File: src/hdl/hrba_pkg.sv
// Shared types, constants and keycode tables for the HID report barcode assembler.
// Used by hrba_key_dec and hid_report_barcode_assembler; depends on nothing else.

package hrba_pkg;

    // Default sizes handed to the top-level parameters.
    localparam int BUF_DEPTH_DEF       = 32;
    localparam int KEYS_PER_REPORT_DEF = 6;

    // Fixed field widths of the words.
    localparam int KEY_SLOTS   = 6;
    localparam int KEY_SLOT_W  = 3;
    localparam int CHAR_W      = 7;
    localparam int COUNT_W     = 6;
    localparam int MIN_LEN_W   = 6;

    localparam logic [MIN_LEN_W-1:0] MIN_LEN_RESET = 6'd4;

    // Keycodes and characters.
    localparam logic [7:0] SHIFT_MASK = 8'h22;
    localparam logic [7:0] KEY_A      = 8'h04;
    localparam logic [7:0] KEY_Z      = 8'h1D;
    localparam logic [7:0] KEY_1      = 8'h1E;
    localparam logic [7:0] KEY_0      = 8'h27;
    localparam logic [7:0] KEY_ENTER  = 8'h28;
    localparam logic [7:0] KEY_SPACE  = 8'h2C;
    localparam logic [7:0] KEY_COMMA  = 8'h36;
    localparam logic [7:0] KEY_PERIOD = 8'h37;
    localparam logic [7:0] KEY_SLASH  = 8'h38;

    localparam logic [CHAR_W-1:0] ASCII_SPACE   = 7'h20;
    localparam logic [CHAR_W-1:0] ASCII_LOWER_A = 7'h61;
    localparam logic [CHAR_W-1:0] ASCII_UPPER_A = 7'h41;

    // Digit row, plain and shifted, in keycode order 1..9 then 0.
    localparam logic [CHAR_W-1:0] DIGIT_PLAIN [10] = '{
        7'h31, 7'h32, 7'h33, 7'h34, 7'h35, 7'h36, 7'h37, 7'h38, 7'h39, 7'h30
    };
    localparam logic [CHAR_W-1:0] DIGIT_SHIFT [10] = '{
        7'h21, 7'h40, 7'h23, 7'h24, 7'h25, 7'h5E, 7'h26, 7'h2A, 7'h28, 7'h29
    };

    // Operation codes of an input word.
    typedef enum logic [1:0] {
        OP_REPORT = 2'd0,
        OP_TAKE   = 2'd1,
        OP_FLUSH  = 2'd2
    } t_op;

    // What one keycode means.
    typedef enum logic [1:0] {
        KIND_NONE,
        KIND_CHAR,
        KIND_ENTER
    } t_key_kind;

    typedef struct packed {
        t_key_kind         kind;
        logic [CHAR_W-1:0] ch;
    } t_key_dec;

    // Sequencer states.
    typedef enum logic [2:0] {
        ST_IDLE,
        ST_KEYS,
        ST_STATUS,
        ST_TAKE_RD,
        ST_TAKE_LD
    } t_state;

    typedef struct packed {
        logic [1:0] operation;
        logic [7:0] modifier;
        logic [7:0] key0;
        logic [7:0] key1;
        logic [7:0] key2;
        logic [7:0] key3;
        logic [7:0] key4;
        logic [7:0] key5;
    } t_in_word;

    typedef struct packed {
        logic [CHAR_W-1:0]  char_code;
        logic               last;
        logic               ready_res;
        logic [COUNT_W-1:0] count;
        logic               overflow;
        logic               empty_res;
    } t_out_word;

endpackage

File: src/hdl/hrba_key_dec.sv
// Keycode decoder: turns one HID keycode and the shift state into a character or Enter.
// Depends on hrba_pkg for the keycode constants and digit tables.

module hrba_key_dec (
    input  logic              i_shift,
    input  logic [7:0]        i_key,
    output hrba_pkg::t_key_dec o_dec
);
    import hrba_pkg::*;

    logic [7:0] w_letter_off;
    logic [7:0] w_digit_off;

    assign w_letter_off = i_key - KEY_A;
    assign w_digit_off  = i_key - KEY_1;

    // Letters by offset, digits through the tables, the rest by keycode.
    always_comb begin
        o_dec.kind = KIND_NONE;
        o_dec.ch   = '0;
        if (i_key inside {[KEY_A:KEY_Z]}) begin
            o_dec.kind = KIND_CHAR;
            o_dec.ch   = (i_shift ? ASCII_UPPER_A : ASCII_LOWER_A) + CHAR_W'(w_letter_off);
        end else if (i_key inside {[KEY_1:KEY_0]}) begin
            o_dec.kind = KIND_CHAR;
            o_dec.ch   = i_shift ? DIGIT_SHIFT[w_digit_off[3:0]] : DIGIT_PLAIN[w_digit_off[3:0]];
        end else begin
            case (i_key)
                KEY_ENTER: begin
                    o_dec.kind = KIND_ENTER;
                end
                KEY_SPACE: begin
                    o_dec.kind = KIND_CHAR;
                    o_dec.ch   = ASCII_SPACE;
                end
                KEY_COMMA: begin
                    o_dec.kind = KIND_CHAR;
                    o_dec.ch   = i_shift ? 7'h3C : 7'h2C;
                end
                KEY_PERIOD: begin
                    o_dec.kind = KIND_CHAR;
                    o_dec.ch   = i_shift ? 7'h3E : 7'h2E;
                end
                KEY_SLASH: begin
                    o_dec.kind = KIND_CHAR;
                    o_dec.ch   = i_shift ? 7'h3F : 7'h2F;
                end
                default: begin
                    o_dec.kind = KIND_NONE;
                end
            endcase
        end
    end

endmodule

File: src/hdl/hid_report_barcode_assembler.sv
// Top level of the HID report barcode assembler: sequencer, code buffer memory, output register.
// Depends on hrba_pkg and hrba_key_dec.
//
//   channel  | direction | handshake                     | word
//   ---------+-----------+-------------------------------+-----------------------
//   in       | into      | i_in_valid / o_in_stall       | i_in_word  (t_in_word)
//   out      | out of    | o_out_valid / i_out_stall     | o_out_word (t_out_word)
//   cfg      | into      | i_cfg_valid / o_cfg_ready     | i_cfg_data (min length)
//
// A keyboard report is handled one keycode slot per cycle: the slot is decoded and a
// character is appended to the buffer memory while there is room; then the status word is loaded.
// A take reads each kept character through the buffer memory's registered read port
// (ST_TAKE_RD, then ST_TAKE_LD into the output register); flush, empty take and unknown
// operations load only the status word. Reset is synchronous and clears the count, flags
// and min length (to 4), not the buffer memory; a stalled output word holds and the sequencer waits.

module hid_report_barcode_assembler #(
    parameter int BUF_DEPTH       = hrba_pkg::BUF_DEPTH_DEF,
    parameter int KEYS_PER_REPORT = hrba_pkg::KEYS_PER_REPORT_DEF
) (
    input  logic                               i_clk,
    input  logic                               i_rst_n,
    input  logic                               i_in_valid,
    output logic                               o_in_stall,
    input  hrba_pkg::t_in_word                 i_in_word,
    output logic                               o_out_valid,
    input  logic                               i_out_stall,
    output hrba_pkg::t_out_word                o_out_word,
    input  logic                               i_cfg_valid,
    output logic                               o_cfg_ready,
    input  logic [hrba_pkg::MIN_LEN_W-1:0]     i_cfg_data
);
    import hrba_pkg::*;

    localparam int AW   = $clog2(BUF_DEPTH);
    localparam int CW   = $clog2(BUF_DEPTH + 1);
    localparam int CMPW = (CW > MIN_LEN_W) ? CW : MIN_LEN_W;

    // Control registers.
    t_state                r_state, n_state;
    logic [CW-1:0]         r_count, n_count;
    logic                  r_ready, n_ready;
    logic                  r_ovf, n_ovf;
    logic                  r_have_ns, n_have_ns;
    logic                  r_empty, n_empty;
    logic [KEY_SLOT_W-1:0] r_slot, n_slot;
    logic                  r_out_valid, n_out_valid;
    logic [MIN_LEN_W-1:0]  r_min_len;

    // Payload registers.
    logic [AW-1:0]         r_first_ns, n_first_ns;
    logic [AW-1:0]         r_last_ns, n_last_ns;
    logic [AW-1:0]         r_ptr, n_ptr;
    logic [AW-1:0]         r_hi, n_hi;
    logic                  r_shift, n_shift;
    logic [7:0]            r_keys [KEY_SLOTS];
    t_out_word             r_out, n_out;

    // Buffer memory.
    logic [CHAR_W-1:0]     r_mem [BUF_DEPTH];
    logic [CHAR_W-1:0]     r_rd_data;
    logic                  w_wr_en;
    logic [AW-1:0]         w_wr_addr;
    logic [CHAR_W-1:0]     w_wr_data;
    logic                  w_rd_en;

    logic                  w_in_acc;
    logic                  w_out_free;
    t_key_dec              w_dec;

    assign w_in_acc    = i_in_valid && !o_in_stall;
    assign w_out_free  = !r_out_valid || !i_out_stall;
    assign o_in_stall  = (r_state != ST_IDLE);
    assign o_out_valid = r_out_valid;
    assign o_out_word  = r_out;
    assign o_cfg_ready = 1'b1;

    // Decode of the keycode slot under the slot counter.
    hrba_key_dec u_key_dec (
        .i_shift (r_shift),
        .i_key   (r_keys[r_slot]),
        .o_dec   (w_dec)
    );

    // The code buffer: one write port for appends, one registered read port for takes.
    // Appends and reads happen in different states, so the same entry never overlaps.
    always_ff @(posedge i_clk) begin
        if (w_wr_en) begin
            r_mem[w_wr_addr] <= w_wr_data;
        end
        if (w_rd_en) begin
            r_rd_data <= r_mem[r_ptr];
        end
    end

    // State and control registers.
    always_ff @(posedge i_clk) begin
        if (!i_rst_n) begin
            r_state     <= ST_IDLE;
            r_count     <= '0;
            r_ready     <= 1'b0;
            r_ovf       <= 1'b0;
            r_have_ns   <= 1'b0;
            r_empty     <= 1'b0;
            r_slot      <= '0;
            r_out_valid <= 1'b0;
            r_min_len   <= MIN_LEN_RESET;
        end else begin
            r_state     <= n_state;
            r_count     <= n_count;
            r_ready     <= n_ready;
            r_ovf       <= n_ovf;
            r_have_ns   <= n_have_ns;
            r_empty     <= n_empty;
            r_slot      <= n_slot;
            r_out_valid <= n_out_valid;
            if (i_cfg_valid && o_cfg_ready) begin
                r_min_len <= i_cfg_data;
            end
        end
    end

    // Payload registers.
    always_ff @(posedge i_clk) begin
        r_first_ns <= n_first_ns;
        r_last_ns  <= n_last_ns;
        r_ptr      <= n_ptr;
        r_hi       <= n_hi;
        r_shift    <= n_shift;
        r_out      <= n_out;
        if (w_in_acc) begin
            r_keys[0] <= i_in_word.key0;
            r_keys[1] <= i_in_word.key1;
            r_keys[2] <= i_in_word.key2;
            r_keys[3] <= i_in_word.key3;
            r_keys[4] <= i_in_word.key4;
            r_keys[5] <= i_in_word.key5;
        end
    end

    // Sequencer: next state, buffer accesses and the output register.
    always_comb begin
        n_state     = r_state;
        n_count     = r_count;
        n_ready     = r_ready;
        n_ovf       = r_ovf;
        n_have_ns   = r_have_ns;
        n_empty     = r_empty;
        n_slot      = r_slot;
        n_first_ns  = r_first_ns;
        n_last_ns   = r_last_ns;
        n_ptr       = r_ptr;
        n_hi        = r_hi;
        n_shift     = r_shift;
        n_out       = r_out;
        n_out_valid = r_out_valid && i_out_stall;
        w_wr_en     = 1'b0;
        w_wr_addr   = r_count[AW-1:0];
        w_wr_data   = w_dec.ch;
        w_rd_en     = 1'b0;

        case (r_state)
            ST_IDLE: begin
                if (w_in_acc) begin
                    n_empty = 1'b0;
                    n_shift = (i_in_word.modifier & SHIFT_MASK) != 8'h00;
                    n_slot  = '0;
                    case (i_in_word.operation)
                        OP_REPORT: begin
                            n_state = ST_KEYS;
                        end
                        OP_TAKE: begin
                            // Trim bounds are tracked while appending; take only reads.
                            n_count   = '0;
                            n_ready   = 1'b0;
                            n_ovf     = 1'b0;
                            n_have_ns = 1'b0;
                            n_ptr     = r_first_ns;
                            n_hi      = r_last_ns;
                            if (r_have_ns) begin
                                n_state = ST_TAKE_RD;
                            end else begin
                                n_empty = 1'b1;
                                n_state = ST_STATUS;
                            end
                        end
                        OP_FLUSH: begin
                            n_count   = '0;
                            n_ready   = 1'b0;
                            n_ovf     = 1'b0;
                            n_have_ns = 1'b0;
                            n_state   = ST_STATUS;
                        end
                        default: begin
                            n_state = ST_STATUS;
                        end
                    endcase
                end
            end

            ST_KEYS: begin
                // One keycode slot per cycle.
                case (w_dec.kind)
                    KIND_ENTER: begin
                        if (CMPW'(r_count) >= CMPW'(r_min_len)) begin
                            n_ready = 1'b1;
                        end
                    end
                    KIND_CHAR: begin
                        if (r_count < CW'(BUF_DEPTH)) begin
                            w_wr_en = 1'b1;
                            n_count = r_count + 1'b1;
                            if (w_dec.ch != ASCII_SPACE) begin
                                n_last_ns = r_count[AW-1:0];
                                n_have_ns = 1'b1;
                                if (!r_have_ns) begin
                                    n_first_ns = r_count[AW-1:0];
                                end
                            end
                        end else begin
                            n_ovf = 1'b1;
                        end
                    end
                    default: begin
                    end
                endcase
                if (r_slot == KEY_SLOT_W'(KEYS_PER_REPORT - 1)) begin
                    n_state = ST_STATUS;
                end else begin
                    n_slot = r_slot + 1'b1;
                end
            end

            ST_STATUS: begin
                if (w_out_free) begin
                    n_out_valid     = 1'b1;
                    n_out.char_code = '0;
                    n_out.last      = 1'b1;
                    n_out.ready_res = r_ready;
                    n_out.count     = COUNT_W'(r_count);
                    n_out.overflow  = r_ovf;
                    n_out.empty_res = r_empty;
                    n_state         = ST_IDLE;
                end
            end

            ST_TAKE_RD: begin
                // Read only when the output register will be free for the data.
                if (w_out_free) begin
                    w_rd_en = 1'b1;
                    n_state = ST_TAKE_LD;
                end
            end

            ST_TAKE_LD: begin
                n_out_valid     = 1'b1;
                n_out.char_code = r_rd_data;
                n_out.last      = (r_ptr == r_hi);
                n_out.ready_res = r_ready;
                n_out.count     = COUNT_W'(r_count);
                n_out.overflow  = r_ovf;
                n_out.empty_res = 1'b0;
                if (r_ptr == r_hi) begin
                    n_state = ST_IDLE;
                end else begin
                    n_ptr   = r_ptr + 1'b1;
                    n_state = ST_TAKE_RD;
                end
            end

            default: begin
                n_state = ST_IDLE;
            end
        endcase
    end

`ifndef SYNTHESIS
    // The fill count never passes the buffer depth.
    a_count_bound: assert property (@(posedge i_clk) disable iff (!i_rst_n)
        r_count <= CW'(BUF_DEPTH))
        else $error("buffer count exceeds depth");

    // A take leaves the buffer and both flags cleared.
    a_take_clears: assert property (@(posedge i_clk) disable iff (!i_rst_n)
        (w_in_acc && i_in_word.operation == OP_TAKE) |=> (r_count == '0 && !r_ready && !r_ovf))
        else $error("take did not clear the buffer state");

    // The read pointer stays within the trimmed range while characters are read out.
    a_ptr_range: assert property (@(posedge i_clk) disable iff (!i_rst_n)
        (r_state == ST_TAKE_RD || r_state == ST_TAKE_LD) |-> r_ptr <= r_hi)
        else $error("take read pointer passed the trimmed end");

    // An empty take result carries no character and closes the run.
    a_empty_word: assert property (@(posedge i_clk) disable iff (!i_rst_n)
        (o_out_valid && o_out_word.empty_res) |-> (o_out_word.char_code == '0 && o_out_word.last))
        else $error("empty take word carries a character");
`endif

endmodule
File: config.mk
export PLATFORM = sky130hd
export DESIGN_NAME = hid_report_barcode_assembler
export DESIGN_NICKNAME = d
export VERILOG_FILES = /design/src/hdl/hrba_pkg.sv /design/src/hdl/hrba_key_dec.sv /design/src/hdl/hid_report_barcode_assembler.sv
export SDC_FILE = /design/constraint.sdc
export NUM_CORES = 1
export LEC_CHECK = 0
export ABC_AREA = 1
export BUFFER_PORTS_ARGS = -buffer_cell sky130_fd_sc_hd__buf_2
export CAP_MARGIN = 20
export CORE_MARGIN = 3
export CORE_UTILIZATION = 55
export CTS_BUF_LIST = sky130_fd_sc_hd__clkbuf_4 sky130_fd_sc_hd__clkbuf_8
export DETAILED_ROUTE_END_ITERATION = 12
export PLACE_DENSITY = 0.78
export SYNTH_ARGS = -nofsm -noshare
export SYNTH_HDL_FRONTEND = slang
export SYNTH_SLANG_ARGS = --single-unit
File: constraint.sdc
create_clock -name i_clk -period 7.66 [get_ports i_clk]
set_clock_uncertainty 0.1 [all_clocks]
set_input_delay 1.532 -clock i_clk [delete_from_list [all_inputs] [get_ports i_clk]]
set_output_delay 1.532 -clock i_clk [all_outputs]
set_load 0.03 [all_outputs]
==> results.sh <==
export IMPL_via_count=9939
export IMPL_die_area_mm2=0.0289
export IMPL_hp_class="reg -> reg"
export IMPL_seq_area_mm2=0.0100
export IMPL_vias_per_cell=5.70
export IMPL_relSlewSlack=0.260
export IMPL_cts_buffers=53
export IMPL_worst_slew_pin_transition_ps=1110
export IMPL_setup_viol=0
export IMPL_multi_input_area_mm2=0.00415
export IMPL_die_width_um=170
export IMPL_first_iter_violations=967
export IMPL_crit_path_frequent_cell="nand2_1"
export IMPL_synth_edf_count=317
export IMPL_clockBufferDepth=3
export IMPL_grt_max_degree=82
export IMPL_core_mm2=0.0263
export IMPL_critical_path_buf_inv_count=2
export IMPL_fin_setup_tns_ps=0
export IMPL_cts_tree="built"
export IMPL_clock_sinks=343
export IMPL_criticalPathCategory="reg -> reg"
export IMPL_synthCells=1280
export IMPL_hold_slack_ps=319
export IMPL_postCtsResizedCells=0
export IMPL_reg2reg_depth=15
export IMPL_ys_seq_elements=343
export IMPL_min_to="r_hi[0]$_DFFE_PP_"
export IMPL_drv_slew=0
export IMPL_synth_cell_types=49
export IMPL_async_flop_share=0
export IMPL_cp_slowest_cell="nand2_1"
export IMPL_final_nets=1470
export IMPL_insertion_delay_ps=590
export IMPL_synth_top_area_cell="edfxtp_1"
export IMPL_min_path_cells=0
export IMPL_yosysWarnings=0
export IMPL_rsz0062_at_grt="no"
export IMPL_fmax_mhz=213
export IMPL_finalHoldViolations=0
export IMPL_pwr_share_clk=0.356
export IMPL_stdcell_count=1744
export IMPL_port_buffers=81
export IMPL_start_util=0.564
export IMPL_p_leak_uw=0.00622
export IMPL_cp_end_kind="flip-flop"
export IMPL_cp_data_arrival_time_ps=4820
export IMPL_min_from="r_last_ns[0]$_DFFE_PP_"
export IMPL_drt_wl_total_um=31700
export IMPL_num_fill_cells=1940
export IMPL_syn_nets=1381
export IMPL_seq_power_share=0.527
export IMPL_critPathMaxFanout=33
export IMPL_yosysSeqAreaShare=0.677
export IMPL_gp_congestion=0.881
export IMPL_syn_area_mm2=0.0148
export IMPL_grt_usage=0.219
export IMPL_path_cells="inv_2, a32o_1, o21ai_0, inv_1, ha_1, nor2_1, a221oi_1, xor2_1, nand2_1, nand2_1, nand2_1, nor2_1, nand2_1, nand2_1, nor2_1"
export IMPL_grt_pass1_vias=9977
export IMPL_switching_share=0.253
export IMPL_p_comb_frac=0.117
export IMPL_yosys_top_cells_area="edfxtp_1, o21ai_0, nor2_1"
export IMPL_synth_avg_cell_area_um2=11.6
export IMPL_p_int_uw=3100
export IMPL_drive_above_1_share=0.160
export IMPL_cts_setup_buffers=0
export IMPL_num_rows=59
export IMPL_synth_top_cell_area_share=0.642
export IMPL_status="complete, no violations"
export IMPL_critPathTopFamily="simple AND/OR/NAND/NOR gates"
export IMPL_first_pass_iters=5
export IMPL_cts_htree_levels=2
export IMPL_fin_crit_sh=0.612
export IMPL_diodes=0
export IMPL_detail_route_wl_per_cell_um=18.2
export IMPL_critPathLaunchType="flip-flop"
export IMPL_synth_flop_cell="edfxtp_1"
export IMPL_antenna_found_initial=0
export IMPL_dp_hpwl_um=20000
export IMPL_peakVddDrop_mv=0.177
export IMPL_ant_nets=0
export IMPL_die_h_um=170
export IMPL_holdBufCountCts=0
export IMPL_grt_pass1_wl_um=50400
export IMPL_dp_cells=1647
export IMPL_pin_count=89
export IMPL_net_switching_power_uw=1050
export IMPL_cts_root_buffer="clkbuf_8"
export IMPL_crit_path_max_incr_delay_ps=630
export IMPL_clkTransAtPathRegs_ps=60
export IMPL_grt_overflow_total=0
export IMPL_worst_r2r_endpoint="r_first_ns[0]$_DFFE_PP_"
export IMPL_report_power_total_uw=4150
export IMPL_ff2ff_setup_slack_ps=2970
export IMPL_p_per_area_mw_per_mm2=251
export IMPL_post_route_min_period_ps=4690
export IMPL_crit_required_ps=7790
export IMPL_syn_to_final_growth_pct=11.5
export IMPL_cap_violations=0
export IMPL_post_route_drc_count=0
[flip-flops by register name, indices dropped and copies added (netlist names), named ones only]
name / cells
o_out_valid: 1
o_out_word: 17
r_count: 6
r_empty: 1
r_first_ns: 5
r_have_ns: 1
r_hi: 5
r_keys: 48
r_last_ns: 5
r_mem: 224
r_min_len: 6
r_ovf: 1
r_ptr: 5
r_rd_data: 7
r_ready: 1
r_shift: 1
r_slot: 3
r_state: 3
[per-layer routing]
metal,track usage,share of wire,vias up
met5,0,0,-
met4,0.0907,0.034,0
met3,0.0367,0.068,90
met2,0.371,0.49,410
met1,0.283,0.41,4711
li1,-,-,4728
[per-stage QoR]
stage | setup WS [ps] | area (um2) | util
floorplan | 2590 | 14800 | -
global placement | 3180 | 15400 | 0.588
detailed placement | 3030 | 15400 | 0.588
CTS | 2980 | 16500 | 0.627
global route | 2520 | 16500 | 0.629
finish | 2970 | 16500 | 0.629
[cells by family after synthesis]
logic type               synth area share
buffers and inverters              0.0430
flip-flops                          0.677
AO/OA/AOI/OAI                       0.103
AND/OR/NAND/NOR                     0.145
XOR/XNOR                          0.00414
other                            0.000253
adder cells (fa/ha/maj)            0.0270
[cell usage after synthesis, types with 21 or more instances]
| master | number |
|---|---|
| a21oi_1 | 21 |
| clkbuf_1 | 44 |
| dfxtp_1 | 26 |
| edfxtp_1 | 317 |
| ha_1 | 32 |
| inv_1 | 89 |
| nand2_1 | 178 |
| nand3_1 | 66 |
| nor2_1 | 189 |
| o21ai_0 | 145 |
| o221ai_1 | 22 |
| o22ai_1 | 36 |
[cell type report]
cell class / instances / share of cell area
Inverter: 96 / 0.0226
Tap cell: 335 / 0.0254
Timing Repair Buffer: 91 / 0.0307
Multi-Input combinational cell: 784 / 0.251
Sequential cell: 343 / 0.608
Clock buffer: 82 / 0.0585
Clock inverter: 13 / 0.00394
[worst register-to-register path: stages, from the launching register on]
cell      delay [ps]
dfxtp_1          570
inv_2            200
a32o_1           300
o21ai_0          460
inv_1            210
ha_1             370
nor2_1            60
a221oi_1         320
xor2_1           110
nand2_1           80
nand2_1          630
nand2_1          230
nor2_1            60
nand2_1          140
nand2_1          120
nor2_1           380
[power by group through the flow]
stage	combinational, uW	clock, uW	sequential [uW]
2_1_floorplan	310	0	2240
3_3_place_gp	457	0	2220
3_5_place_dp	470	0	2220
4_1_cts	474	1490	2190
5_1_grt	540	1570	2190
6_report	486	1480	2180
[worst max path at each step]
stage / start / to / slack (ps) / depth (start not counted)
6_report: flip-flop / r_first_ns[0]$_DFFE_PP_ / 2970 / 15
2_1_floorplan: i_in_valid / r_count[4]$_SDFFE_PN0P_ / 2590 / 7
3_3_place_gp: flip-flop / r_first_ns[2]$_DFFE_PP_ / 3180 / 16
5_1_grt: flip-flop / r_first_ns[4]$_DFFE_PP_ / 2520 / 17
3_5_place_dp: flip-flop / r_first_ns[0]$_DFFE_PP_ / 3030 / 17
4_1_cts: flip-flop / r_first_ns[4]$_DFFE_PP_ / 2980 / 17
[placed cells by master, fill, tap and decap left out, types with 3 or more instances in the layout]
cell,n
buf_4,8
clkinv_2,3
nand3_2,4
o211ai_1,15
nand3_1,66
inv_2,4
o21ai_1,3
or2_2,6
clkinv_1,10
a21oi_2,4
nand2_4,6
dfxtp_1,26
ha_1,32
nand4_1,7
nor2_1,188
nand2_1,178
nor3_1,6
a21oi_1,21
clkbuf_4,26
inv_1,88
o21ai_0,145
o221ai_1,22
edfxtp_1,317
nand2_2,10
xor2_1,4
buf_2,81
clkbuf_8,56
o21bai_1,3
o22ai_1,36
xnor2_1,3
Power figures use the tool's default switching activity.
